### src/hdl/rds_pkg.sv
package rds_pkg;

  localparam int TEXT_LEN = 64;
  localparam int NAME_LEN = 8;

  localparam logic [7:0] CH_NUL   = 8'h00;
  localparam logic [7:0] CH_LF    = 8'h0A;
  localparam logic [7:0] CH_CR    = 8'h0D;
  localparam logic [7:0] CH_SPACE = 8'h20;
  localparam logic [7:0] CH_DEL   = 8'h7F;

  localparam logic [5:0] TAG_TITLE  = 6'd1;
  localparam logic [5:0] TAG_ARTIST = 6'd4;

  localparam logic [3:0] GT_NAME = 4'd0;
  localparam logic [3:0] GT_TEXT = 4'd2;
  localparam logic [3:0] GT_ODA  = 4'd3;

  localparam logic [1:0] SEL_NAME   = 2'd0;
  localparam logic [1:0] SEL_TEXT   = 2'd1;
  localparam logic [1:0] SEL_TITLE  = 2'd2;
  localparam logic [1:0] SEL_ARTIST = 2'd3;

  localparam logic CFG_APP_ID  = 1'b0;
  localparam logic CFG_MAX_ERR = 1'b1;

  typedef struct packed {
    logic        mode;
    logic        fifo_used;
    logic        sync;
    logic        ok_a;
    logic        ok_b;
    logic        ok_c;
    logic        ok_d;
    logic [15:0] word_a;
    logic [15:0] word_b;
    logic [15:0] word_c;
    logic [15:0] word_d;
    logic [7:0]  read_address;
  } item_t;

  typedef struct packed {
    logic [15:0] prog_id;
    logic [4:0]  prog_type;
    logic        sync_flag;
    logic [3:0]  name_segments;
    logic [15:0] text_segments;
    logic        name_complete;
    logic        name_partial;
    logic        text_visible;
    logic        title_visible;
    logic        artist_visible;
    logic [7:0]  read_char;
  } result_t;

  function automatic logic is_visible(input logic [7:0] ch);
    return (ch > CH_SPACE) && (ch < CH_DEL);
  endfunction

  function automatic logic is_trim(input logic [7:0] ch);
    return (ch == CH_SPACE) || (ch == CH_CR) || (ch == CH_LF);
  endfunction

endpackage

### src/hdl/rds_group_decoder_top.sv
// A character read and a rejected group skip the store walks. An accepted
// group takes one walk of the 64-entry stores; a RadioText group adds a walk
// for the carriage return, and each RT+ span a check walk and a copy walk.
// The single-port text memory walks set the length of the work; one item
// is worked on at a time, with a two-word input queue and one result register.
// Reset is synchronous; all text stores read as empty right after it.
module rds_group_decoder_top (
  input  logic        clk,
  input  logic        rst,
  input  logic        push,
  output logic        full,
  input  logic        mode,
  input  logic        fifo_used,
  input  logic        sync,
  input  logic [1:0]  err_a,
  input  logic [1:0]  err_b,
  input  logic [1:0]  err_c,
  input  logic [1:0]  err_d,
  input  logic [15:0] word_a,
  input  logic [15:0] word_b,
  input  logic [15:0] word_c,
  input  logic [15:0] word_d,
  input  logic [7:0]  read_address,
  output logic        empty,
  input  logic        pop,
  output logic [15:0] prog_id,
  output logic [4:0]  prog_type,
  output logic        sync_flag,
  output logic [3:0]  name_segments,
  output logic [15:0] text_segments,
  output logic        name_complete,
  output logic        name_partial,
  output logic        text_visible,
  output logic        title_visible,
  output logic        artist_visible,
  output logic [7:0]  read_char,
  input  logic        wr_en,
  input  logic        wr_index,
  input  logic [15:0] wr_data
);
  import rds_pkg::*;

  logic [15:0] app_id;
  logic [1:0]  max_level;
  item_t       item;
  logic        item_valid;
  logic        item_take;
  result_t     res;
  logic        res_valid;

  always_ff @(posedge clk) begin
    if (rst) begin
      app_id    <= 16'h4BD7;
      max_level <= 2'd2;
    end else if (wr_en) begin
      case (wr_index)
        CFG_APP_ID:  app_id <= wr_data;
        CFG_MAX_ERR: max_level <= wr_data[1:0];
        default:     app_id <= app_id;
      endcase
    end
  end

  rds_front u_front (
    .clk          (clk),
    .rst          (rst),
    .push         (push),
    .full         (full),
    .mode         (mode),
    .fifo_used    (fifo_used),
    .sync         (sync),
    .err_a        (err_a),
    .err_b        (err_b),
    .err_c        (err_c),
    .err_d        (err_d),
    .word_a       (word_a),
    .word_b       (word_b),
    .word_c       (word_c),
    .word_d       (word_d),
    .read_address (read_address),
    .max_level    (max_level),
    .item         (item),
    .item_valid   (item_valid),
    .item_take    (item_take)
  );

  rds_back u_back (
    .clk        (clk),
    .rst        (rst),
    .app_id     (app_id),
    .item       (item),
    .item_valid (item_valid),
    .item_take  (item_take),
    .res        (res),
    .res_valid  (res_valid),
    .res_pop    (pop)
  );

  assign empty          = !res_valid;
  assign prog_id        = res.prog_id;
  assign prog_type      = res.prog_type;
  assign sync_flag      = res.sync_flag;
  assign name_segments  = res.name_segments;
  assign text_segments  = res.text_segments;
  assign name_complete  = res.name_complete;
  assign name_partial   = res.name_partial;
  assign text_visible   = res.text_visible;
  assign title_visible  = res.title_visible;
  assign artist_visible = res.artist_visible;
  assign read_char      = res.read_char;

  a_complete_partial: assert property (@(posedge clk) disable iff (rst)
    !empty && name_complete |-> name_partial)
    else $error("complete station name without the partial flag");

  a_complete_mask: assert property (@(posedge clk) disable iff (rst)
    !empty && name_complete |-> name_segments == 4'hF)
    else $error("complete station name with segments missing");

  a_reset_empty: assert property (@(posedge clk)
    rst |=> empty)
    else $error("result word present right after reset");

endmodule

### src/hdl/rds_front.sv
module rds_front (
  input  logic              clk,
  input  logic              rst,
  input  logic              push,
  output logic              full,
  input  logic              mode,
  input  logic              fifo_used,
  input  logic              sync,
  input  logic [1:0]        err_a,
  input  logic [1:0]        err_b,
  input  logic [1:0]        err_c,
  input  logic [1:0]        err_d,
  input  logic [15:0]       word_a,
  input  logic [15:0]       word_b,
  input  logic [15:0]       word_c,
  input  logic [15:0]       word_d,
  input  logic [7:0]        read_address,
  input  logic [1:0]        max_level,
  output rds_pkg::item_t    item,
  output logic              item_valid,
  input  logic              item_take
);
  import rds_pkg::*;

  item_t      q [2];
  item_t      incoming;
  logic       wp;
  logic       rp;
  logic [1:0] count;
  logic       do_push;
  logic       do_pop;

  // Block usability is settled here so the back end sees only flags.
  always_comb begin
    incoming.mode         = mode;
    incoming.fifo_used    = fifo_used;
    incoming.sync         = sync;
    incoming.ok_a         = err_a <= max_level;
    incoming.ok_b         = err_b <= max_level;
    incoming.ok_c         = err_c <= max_level;
    incoming.ok_d         = err_d <= max_level;
    incoming.word_a       = word_a;
    incoming.word_b       = word_b;
    incoming.word_c       = word_c;
    incoming.word_d       = word_d;
    incoming.read_address = read_address;
  end

  assign full       = count == 2'd2;
  assign item_valid = count != 2'd0;
  assign item       = q[rp];
  assign do_push    = push && !full;
  assign do_pop     = item_take && item_valid;

  always_ff @(posedge clk) begin
    if (rst) begin
      wp    <= 1'b0;
      rp    <= 1'b0;
      count <= 2'd0;
    end else begin
      if (do_push) wp <= ~wp;
      if (do_pop) rp <= ~rp;
      count <= count + {1'b0, do_push} - {1'b0, do_pop};
    end
  end

  always_ff @(posedge clk) begin
    if (do_push) q[wp] <= incoming;
  end

endmodule

### src/hdl/rds_back.sv
module rds_back (
  input  logic              clk,
  input  logic              rst,
  input  logic [15:0]       app_id,
  input  rds_pkg::item_t    item,
  input  logic              item_valid,
  output logic              item_take,
  output rds_pkg::result_t  res,
  output logic              res_valid,
  input  logic              res_pop
);
  import rds_pkg::*;

  typedef enum logic [10:0] {
    S_IDLE  = 11'b00000000001,
    S_HEAD  = 11'b00000000010,
    S_WRITE = 11'b00000000100,
    S_CR    = 11'b00000001000,
    S_TAG   = 11'b00000010000,
    S_SPAN  = 11'b00000100000,
    S_COPY  = 11'b00001000000,
    S_VIS   = 11'b00010000000,
    S_READ  = 11'b00100000000,
    S_RCAP  = 11'b01000000000,
    S_DONE  = 11'b10000000000
  } state_t;

  state_t state;
  item_t  cur;

  logic [15:0] pi;
  logic [4:0]  pty;
  logic        sync_st;
  logic [7:0]  station [NAME_LEN];
  logic [3:0]  st_mask;
  logic [15:0] tx_mask;
  logic        ab_flag;
  logic        ver_b;
  logic [4:0]  tg_code;
  logic        tg_known;
  logic        tog_seen;
  logic        tog;
  logic        running;
  logic [5:0]  tg_type  [2];
  logic [5:0]  tg_start [2];
  logic [5:0]  tg_len   [2];

  logic [7:0] text_mem   [TEXT_LEN];
  logic [7:0] title_mem  [TEXT_LEN];
  logic [7:0] artist_mem [TEXT_LEN];
  logic [TEXT_LEN-1:0] text_vld;
  logic [TEXT_LEN-1:0] title_vld;
  logic [TEXT_LEN-1:0] artist_vld;

  logic [5:0] raddr;
  logic [7:0] text_q, title_q, artist_q;
  logic       text_vq, title_vq, artist_vq;
  logic [7:0] text_ch, title_ch, artist_ch;

  logic [6:0] cnt;
  logic [6:0] limit;
  logic       issue;
  logic       scan;
  logic       dv;
  logic [5:0] didx;
  logic [1:0] cw;
  logic [1:0] kc;
  logic       k;
  logic [5:0] last;
  logic       have;
  logic       stop_t, stop_ti, stop_ar;
  logic       acc_t, acc_ti, acc_ar;
  logic       acc_t_n, acc_ti_n, acc_ar_n;
  logic       vis_text, vis_title, vis_artist;
  logic [7:0] rchar;

  logic [3:0]  gtype;
  logic        vb;
  logic        ab;
  logic        pi_chg;
  logic [15:0] eff_tx_mask;
  logic [3:0]  eff_st_mask;
  logic        eff_ab, eff_vb, eff_known, eff_seen, eff_tog;
  logic [4:0]  eff_code;

  logic [6:0] span_len;
  logic [6:0] span_end;
  logic       span_bad;
  logic       tag_rel;
  logic       to_title;

  logic       text_we;
  logic [5:0] text_waddr;
  logic [7:0] text_wdata;
  logic       last_write;
  logic       title_we;
  logic       artist_we;

  logic       name_vis;
  logic       name_stop;
  result_t    res_next;
  logic [5:0] ridx;

  assign gtype  = cur.word_b[15:12];
  assign vb     = cur.word_b[11];
  assign ab     = cur.word_b[4];
  assign pi_chg = (pi != 16'd0) && (pi != cur.word_a);
  assign ridx   = cur.read_address[5:0];

  // A programme change wipes everything, so decisions in the header cycle
  // look at the state as it stands after that wipe.
  assign eff_tx_mask = pi_chg ? 16'd0 : tx_mask;
  assign eff_st_mask = pi_chg ? 4'd0 : st_mask;
  assign eff_ab      = pi_chg ? 1'b0 : ab_flag;
  assign eff_vb      = pi_chg ? 1'b0 : ver_b;
  assign eff_known   = pi_chg ? 1'b0 : tg_known;
  assign eff_seen    = pi_chg ? 1'b0 : tog_seen;
  assign eff_tog     = pi_chg ? 1'b0 : tog;
  assign eff_code    = pi_chg ? 5'd0 : tg_code;

  assign k        = kc[0];
  assign span_len = {1'b0, tg_len[k]} + 7'd1;
  assign span_end = {1'b0, tg_start[k]} + span_len;
  assign span_bad = span_end > 7'(TEXT_LEN);
  assign tag_rel  = (tg_type[k] == TAG_TITLE) || (tg_type[k] == TAG_ARTIST);
  assign to_title = tg_type[k] == TAG_TITLE;

  assign text_ch   = text_vq ? text_q : CH_NUL;
  assign title_ch  = title_vq ? title_q : CH_NUL;
  assign artist_ch = artist_vq ? artist_q : CH_NUL;

  assign item_take = (state == S_IDLE) && item_valid;

  always_comb begin
    case (state)
      S_SPAN, S_COPY: raddr = tg_start[k] + cnt[5:0];
      S_READ:         raddr = ridx;
      default:        raddr = cnt[5:0];
    endcase
  end

  always_comb begin
    case (state)
      S_CR, S_VIS: limit = 7'(TEXT_LEN);
      S_SPAN:      limit = span_len;
      S_COPY:      limit = {1'b0, last} + 7'd1;
      default:     limit = 7'd0;
    endcase
    issue = cnt < limit;
    scan  = (state == S_CR) || (state == S_SPAN) || (state == S_COPY) || (state == S_VIS);
  end

  // Version A carries four characters in blocks C and D, version B two in D.
  always_comb begin
    text_we = state == S_WRITE;
    if (vb) begin
      text_waddr = {1'b0, cur.word_b[3:0], cw[0]};
      text_wdata = cw[0] ? cur.word_d[7:0] : cur.word_d[15:8];
      last_write = cw[0];
    end else begin
      text_waddr = {cur.word_b[3:0], cw};
      case (cw)
        2'd0:    text_wdata = cur.word_c[15:8];
        2'd1:    text_wdata = cur.word_c[7:0];
        2'd2:    text_wdata = cur.word_d[15:8];
        default: text_wdata = cur.word_d[7:0];
      endcase
      last_write = cw == 2'd3;
    end
  end

  assign title_we  = (state == S_COPY) && dv && to_title;
  assign artist_we = (state == S_COPY) && dv && !to_title;

  assign acc_t_n  = acc_t  || (!stop_t  && is_visible(text_ch));
  assign acc_ti_n = acc_ti || (!stop_ti && is_visible(title_ch));
  assign acc_ar_n = acc_ar || (!stop_ar && is_visible(artist_ch));

  always_comb begin
    name_vis  = 1'b0;
    name_stop = 1'b0;
    for (int i = 0; i < NAME_LEN; i++) begin
      if (!name_stop) begin
        if (station[i] == CH_NUL) name_stop = 1'b1;
        else if (is_visible(station[i])) name_vis = 1'b1;
      end
    end
  end

  always_comb begin
    res_next.prog_id        = pi;
    res_next.prog_type      = pty;
    res_next.sync_flag      = sync_st;
    res_next.name_segments  = st_mask;
    res_next.text_segments  = tx_mask;
    res_next.name_complete  = (st_mask == 4'hF) && name_vis;
    res_next.name_partial   = st_mask[0] && name_vis;
    res_next.text_visible   = vis_text;
    res_next.title_visible  = vis_title;
    res_next.artist_visible = vis_artist;
    res_next.read_char      = rchar;
  end

  always_ff @(posedge clk) begin
    if (text_we) text_mem[text_waddr] <= text_wdata;
    if (title_we) title_mem[didx] <= text_ch;
    if (artist_we) artist_mem[didx] <= text_ch;
    text_q    <= text_mem[raddr];
    title_q   <= title_mem[raddr];
    artist_q  <= artist_mem[raddr];
    text_vq   <= text_vld[raddr];
    title_vq  <= title_vld[raddr];
    artist_vq <= artist_vld[raddr];
  end

  always_ff @(posedge clk) begin
    if (rst) begin
      state      <= S_IDLE;
      res_valid  <= 1'b0;
      pi         <= 16'd0;
      pty        <= 5'd0;
      sync_st    <= 1'b0;
      for (int i = 0; i < NAME_LEN; i++) station[i] <= CH_SPACE;
      st_mask    <= 4'd0;
      tx_mask    <= 16'd0;
      ab_flag    <= 1'b0;
      ver_b      <= 1'b0;
      tg_code    <= 5'd0;
      tg_known   <= 1'b0;
      tog_seen   <= 1'b0;
      tog        <= 1'b0;
      running    <= 1'b0;
      for (int i = 0; i < 2; i++) begin
        tg_type[i]  <= 6'd0;
        tg_start[i] <= 6'd0;
        tg_len[i]   <= 6'd0;
      end
      text_vld   <= '0;
      title_vld  <= '0;
      artist_vld <= '0;
      vis_text   <= 1'b0;
      vis_title  <= 1'b0;
      vis_artist <= 1'b0;
      cnt        <= 7'd0;
      dv         <= 1'b0;
      cw         <= 2'd0;
      kc         <= 2'd0;
      have       <= 1'b0;
      stop_t     <= 1'b0;
      stop_ti    <= 1'b0;
      stop_ar    <= 1'b0;
      acc_t      <= 1'b0;
      acc_ti     <= 1'b0;
      acc_ar     <= 1'b0;
    end else begin
      cnt  <= scan ? cnt + {6'd0, issue} : 7'd0;
      dv   <= issue;
      didx <= cnt[5:0];
      if (res_pop) res_valid <= 1'b0;
      if (state != S_VIS) begin
        stop_t  <= 1'b0;
        stop_ti <= 1'b0;
        stop_ar <= 1'b0;
        acc_t   <= 1'b0;
        acc_ti  <= 1'b0;
        acc_ar  <= 1'b0;
      end

      case (state)
        S_IDLE: begin
          if (item_valid) begin
            cur   <= item;
            state <= S_HEAD;
          end
        end

        S_HEAD: begin
          if (cur.mode) begin
            state <= S_READ;
          end else begin
            sync_st <= cur.sync;
            rchar   <= 8'd0;
            if (!cur.fifo_used || !cur.sync || !cur.ok_a || !cur.ok_b) begin
              state <= S_DONE;
            end else begin
              if (pi_chg) begin
                for (int i = 0; i < NAME_LEN; i++) station[i] <= CH_SPACE;
                st_mask    <= 4'd0;
                tx_mask    <= 16'd0;
                ab_flag    <= 1'b0;
                ver_b      <= 1'b0;
                tg_code    <= 5'd0;
                tg_known   <= 1'b0;
                tog_seen   <= 1'b0;
                tog        <= 1'b0;
                running    <= 1'b0;
                for (int i = 0; i < 2; i++) begin
                  tg_type[i]  <= 6'd0;
                  tg_start[i] <= 6'd0;
                  tg_len[i]   <= 6'd0;
                end
                text_vld   <= '0;
                title_vld  <= '0;
                artist_vld <= '0;
              end
              pi    <= cur.word_a;
              pty   <= cur.word_b[9:5];
              state <= S_VIS;
              if (gtype == GT_ODA && !vb && cur.ok_d && cur.word_d == app_id) begin
                tg_code  <= cur.word_b[4:0];
                tg_known <= 1'b1;
              end else if (gtype == GT_NAME && cur.ok_d) begin
                station[{cur.word_b[1:0], 1'b0}] <= cur.word_d[15:8];
                station[{cur.word_b[1:0], 1'b1}] <= cur.word_d[7:0];
                st_mask <= eff_st_mask | (4'd1 << cur.word_b[1:0]);
              end else if (gtype == GT_TEXT) begin
                if (cur.ok_d && (vb || cur.ok_c)) begin
                  // A flip of the A/B flag or of the version starts a new text.
                  if (eff_tx_mask != 16'd0 && (ab != eff_ab || vb != eff_vb)) begin
                    text_vld   <= '0;
                    title_vld  <= '0;
                    artist_vld <= '0;
                    tx_mask    <= 16'd1 << cur.word_b[3:0];
                  end else begin
                    tx_mask <= eff_tx_mask | (16'd1 << cur.word_b[3:0]);
                  end
                  ab_flag <= ab;
                  ver_b   <= vb;
                  if (vb) text_vld[TEXT_LEN/2] <= 1'b0;
                  cw    <= 2'd0;
                  state <= S_WRITE;
                end
              end else if (eff_known && {gtype, vb} == eff_code && !vb &&
                           cur.ok_c && cur.ok_d) begin
                if (!eff_seen || cur.word_b[4] != eff_tog || !cur.word_b[3]) begin
                  title_vld  <= '0;
                  artist_vld <= '0;
                end
                tog_seen    <= 1'b1;
                tog         <= cur.word_b[4];
                running     <= cur.word_b[3];
                tg_type[0]  <= {cur.word_b[2:0], cur.word_c[15:13]};
                tg_start[0] <= cur.word_c[12:7];
                tg_len[0]   <= cur.word_c[6:1];
                tg_type[1]  <= {cur.word_c[0], cur.word_d[15:11]};
                tg_start[1] <= cur.word_d[10:5];
                tg_len[1]   <= {1'b0, cur.word_d[4:0]};
                kc          <= 2'd0;
                state       <= S_TAG;
              end
            end
          end
        end

        S_WRITE: begin
          text_vld[text_waddr] <= 1'b1;
          cw <= cw + 2'd1;
          if (last_write) state <= S_CR;
        end

        // Only the first carriage return counts; it becomes the end of text.
        S_CR: begin
          if (dv) begin
            if (text_ch == CH_CR) begin
              text_vld[didx] <= 1'b0;
              kc    <= 2'd0;
              state <= S_TAG;
            end else if (didx == 6'(TEXT_LEN - 1)) begin
              kc    <= 2'd0;
              state <= S_TAG;
            end
          end
        end

        S_TAG: begin
          if (!(tg_known && running) || kc[1]) begin
            state <= S_VIS;
          end else if (tag_rel && !span_bad) begin
            have  <= 1'b0;
            state <= S_SPAN;
          end else begin
            kc <= kc + 2'd1;
          end
        end

        // Walk the span: any NUL rejects it, and the last non-blank
        // character sets the trimmed length.
        S_SPAN: begin
          if (dv) begin
            if (text_ch == CH_NUL) begin
              kc    <= kc + 2'd1;
              state <= S_TAG;
            end else begin
              if (!is_trim(text_ch)) begin
                last <= didx;
                have <= 1'b1;
              end
              if ({1'b0, didx} == span_len - 7'd1) begin
                if (have || !is_trim(text_ch)) begin
                  cnt   <= 7'd0;
                  dv    <= 1'b0;
                  state <= S_COPY;
                  if (to_title) title_vld <= '0;
                  else artist_vld <= '0;
                end else begin
                  kc    <= kc + 2'd1;
                  state <= S_TAG;
                end
              end
            end
          end
        end

        S_COPY: begin
          if (dv) begin
            if (to_title) title_vld[didx] <= 1'b1;
            else artist_vld[didx] <= 1'b1;
            if (didx == last) begin
              kc    <= kc + 2'd1;
              state <= S_TAG;
            end
          end
        end

        S_VIS: begin
          if (dv) begin
            stop_t  <= stop_t  || (text_ch == CH_NUL);
            stop_ti <= stop_ti || (title_ch == CH_NUL);
            stop_ar <= stop_ar || (artist_ch == CH_NUL);
            acc_t   <= acc_t_n;
            acc_ti  <= acc_ti_n;
            acc_ar  <= acc_ar_n;
            if (didx == 6'(TEXT_LEN - 1)) begin
              vis_text   <= acc_t_n;
              vis_title  <= acc_ti_n;
              vis_artist <= acc_ar_n;
              state      <= S_DONE;
            end
          end
        end

        S_READ: begin
          state <= S_RCAP;
        end

        S_RCAP: begin
          case (cur.read_address[7:6])
            SEL_NAME:   rchar <= (ridx < 6'(NAME_LEN)) ? station[ridx[2:0]] : 8'd0;
            SEL_TEXT:   rchar <= text_ch;
            SEL_TITLE:  rchar <= title_ch;
            SEL_ARTIST: rchar <= artist_ch;
            default:    rchar <= 8'd0;
          endcase
          state <= S_DONE;
        end

        S_DONE: begin
          if (!res_valid || res_pop) begin
            res       <= res_next;
            res_valid <= 1'b1;
            state     <= S_IDLE;
          end
        end

        default: state <= S_IDLE;
      endcase
    end
  end

endmodule
### config.mk
export PLATFORM = sky130hd
export DESIGN_NAME = rds_group_decoder_top
export DESIGN_NICKNAME = d
export VERILOG_FILES = /design/src/hdl/rds_pkg.sv /design/src/hdl/rds_group_decoder_top.sv /design/src/hdl/rds_front.sv /design/src/hdl/rds_back.sv
export SDC_FILE = /design/constraint.sdc
export NUM_CORES = 2
export LEC_CHECK = 0
export BUFFER_PORTS_ARGS = -buffer_cell sky130_fd_sc_hd__buf_2
export CELL_PAD_IN_SITES_DETAIL_PLACEMENT = 1
export CELL_PAD_IN_SITES_GLOBAL_PLACEMENT = 2
export CORE_UTILIZATION = 47
export DETAILED_ROUTE_END_ITERATION = 7
export PLACE_DENSITY = 0.83
export SYNTH_ARGS = -nofsm -noshare
export SYNTH_HDL_FRONTEND = slang
export SYNTH_HIERARCHICAL = 1
export SYNTH_SLANG_ARGS = --single-unit
export TNS_END_PERCENT = 5
### constraint.sdc
create_clock -name clk -period 26 [get_ports clk]
set_clock_uncertainty 0.05 [all_clocks]
set_input_delay 0 -clock clk [delete_from_list [all_inputs] [get_ports clk]]
set_output_delay 0 -clock clk [all_outputs]
set_load 0.03 [all_outputs]
==> results.rst <==
.. list-table::
   :header-rows: 1

   * - Metric
     - Value
   * - Commonest cells after routing, fill and taps aside
     - 1,944 x edfxtp_1, 1,651 x nand2_1, 1,042 x nand3_1, 358 x nor2_1, 332 x dfxtp_1
   * - Number of CTS-inserted buffers
     - 231
   * - Final Max Tran Viols
     - 0
   * - Share of post-route cells with drive strength above 1
     - 0.104
   * - # Post-CTS Setup Buffers
     - 0
   * - Aggregate negative setup slack
     - 0 ns
   * - Sinks on the clock net
     - 2,277
   * - Netlist area before placement
     - 93,700 um^2
   * - Core Util, Final
     - 0.540
   * - Count of endpoints failing setup in the final report
     - 0
   * - Cell with the most instances on the worst path
     - buf_4
   * - Final hold violation count
     - 0
   * - Maximum cell stage delay along the critical path
     - 1.21 ns
   * - Setup slack of the worst register-to-register path
     - 18.94 ns
   * - Boundary Pins
     - 162
   * - Total track usage
     - 0.293
   * - Count of antenna-violating nets left after detailed routing
     - 0
   * - Full die area
     - 201,000 um^2
   * - Core box area
     - 198,000 um^2
   * - Initial antenna violation count
     - 19
   * - Tmin final
     - 7.06 ns
   * - Via density per instance
     - 6.01
   * - Kind of capture point of the worst setup path
     - flip-flop
   * - Drt first-iter violations
     - 6,240
   * - Critical path depth
     - 14
   * - Worst reg2reg endpoint
     - u_back/artist_q[5]
   * - Final critical-path share of the clock period
     - 0.272
   * - CP arrival
     - 7.81 ns
   * - Row Count
     - 163
   * - Result of the run
     - completed
   * - Post-synth net total
     - 7,835
   * - Yosys synthesis warning count
     - 6
   * - Startpoint type of the worst setup path
     - flip-flop
   * - Master of the slowest instance on the critical path
     - a41oi_1
   * - Measured slew at the worst slew-check pin
     - 1.42 ns
   * - Final WL
     - 297,000 um
   * - Die X-Extent
     - 448 um
   * - Maximum vdd ir drop
     - 0.120 mV
   * - First-pass GRT wire length
     - 439,000 um
   * - Ordered list of cells on the worst path
     - buf_4, mux2_2, ha_1, nand2b_1, or4_1, o311a_4, buf_4, buf_4, buf_4, nand2_1, nand3_1, nand3_1, a41oi_1, or4_1
   * - Post-CTS clock slew at the launch and capture registers of the worst setup and hold paths
     - 0.07 ns
   * - Sum of net half-perimeters after detailed placement
     - 177,000 um
   * - Critical path fanouts, max
     - 98
   * - Fill cell total of the finished layout
     - 19,700
   * - Number of hold-repair buffers added at the cts stage
     - 237
   * - Worst Hold Class
     - input port to flip-flop
   * - Delay-heaviest family, CP
     - buffers and inverters
   * - Most common library cell in the layout ignoring fill and taps
     - edfxtp_1
   * - Clock Path Buffers
     - 3
   * - Source-to-sink clock delay at the later pin of the worst-skew pair
     - 0.88 ns
   * - Clk root buf
     - clkbuf_16
   * - Vias in the first global route
     - 66,900
   * - Hold Crit Depth
     - 3
   * - Die Height
     - 448 um
   * - I/O Buffers
     - 160
   * - Remaining global-route overflow
     - 0
   * - Number of detailed-routing iterations run before antenna repair
     - 5
   * - Capture point of the critical path
     - u_back/artist_q[5]
   * - Buffers & Inverters on Critical Path
     - 4
   * - Worst relative slew slack
     - 0.0382
   * - TritonCTS clock tree
     - done
   * - Peak Freq
     - 142 MHz
   * - Starting utilization of the core area
     - 0.474
   * - CP Class
     - flip-flop to flip-flop
   * - Average wire per cell in the routed design
     - 27.5 um
   * - Power per standard cell area
     - 75.2 nW/um^2
   * - Remaining routing DRC violations
     - 0
   * - Final nets
     - 8,062
   * - Number of resized instances in the post-cts repair step
     - 0
   * - Total number of H-tree levels
     - 4
   * - Largest net degree at the start of global routing
     - 181
   * - Post-Syn Instances
     - 7,693
   * - Critical path required time
     - 26.75 ns
   * - Cell count of the worst reg-to-reg path
     - 14
   * - HP Start
     - rst
   * - Final weighted congestion in routability-driven placement
     - 0.847
   * - Detailed-route via count
     - 64,800
   * - Area delta synth->final
     - 14.0%
   * - Leakage
     - 37.2 nW
   * - Average cell area after synthesis
     - 12.2 um^2
   * - Max capacitance violation total
     - 0
   * - Unrepaired setup endpoints after global routing
     - no
-- registers in the layout, indices dropped and copies added, names as in the netlist, 11 cells and up, named ones only --
register,count
u_back/text_mem,512
u_back/tx_mask,16
u_back/text_vld,64
u_front/q,156
u_back/tg_start,12
u_back/station,64
u_back/pi,16
u_back/tg_len,11
u_back/title_mem,512
u_back/res,55
u_back/title_vld,64
u_back/cur,77
app_id,16
u_back/artist_vld,64
u_back/state,11
u_back/tg_type,12
u_back/artist_mem,512
-- area by class of cell --
cell class | count | area, um^2 | area share
multi-input combinational | 4723 | 26000 | 0.243
clock inverter | 119 | 1160 | 0.0109
inverter | 165 | 628 | 0.00588
timing repair buffer | 522 | 4180 | 0.0392
antenna | 27 | 67.6 | 0.000633
sequential | 2277 | 65000 | 0.609
clock buffer | 318 | 6430 | 0.0602
tap | 2640 | 3300 | 0.0309
-- stage by stage --
stage	cells	total power, mW	cell area, um^2	setup slack [ns]	hold WS (ns)
CTS	10800	8.04	107000	19.10	0.112
global placement	10100	4.68	96700	19.26	0.139
global route	10800	8.23	107000	18.75	0.243
floorplan	7693	4.52	93700	15.99	0.0191
detailed placement	10100	4.71	96700	19.17	0.141
finish	10800	8.03	107000	18.94	0.202
-- tightest hold or removal path, cell delays in order --
cell and delay (ns):
dlygate4sd3_1 0.57, buf_8 0.32, nor2_1 0.18
-- power by group --
| group | total, mW | internal (mW) | switching, mW | leakage [nW] |
|---|---|---|---|---|
| logic | 0.479 | 0.168 | 0.311 | 10.6 |
| clock network | 3.34 | 1.90 | 1.45 | 3.72 |
| registers | 4.21 | 4.11 | 0.100 | 22.8 |
| total | 8.03 | 6.17 | 1.86 | 37.2 |
-- per-layer routing --
metal	GRT usage	share of wire	up-vias	wire length [um]
li1	-	-	28700	-
met1	0.387	0.41	33300	122000
met2	0.488	0.49	2240	145000
met3	0.0396	0.060	526	17900
met4	0.124	0.042	6	12400
met5	0	0.00016	-	47
-- worst min path at each step --
stage | end | slack [ns]
final | flip-flop | 0.20
after floorplan | u_front/wp | 0.02
after CTS | u_front/q[0][73] | 0.11
after detailed placement | u_front/q[1][3] | 0.14
after global placement | u_front/q[1][36] | 0.14
after global routing | u_front/q[0][73] | 0.24
Note: power is estimated with default switching activity, not from simulation.
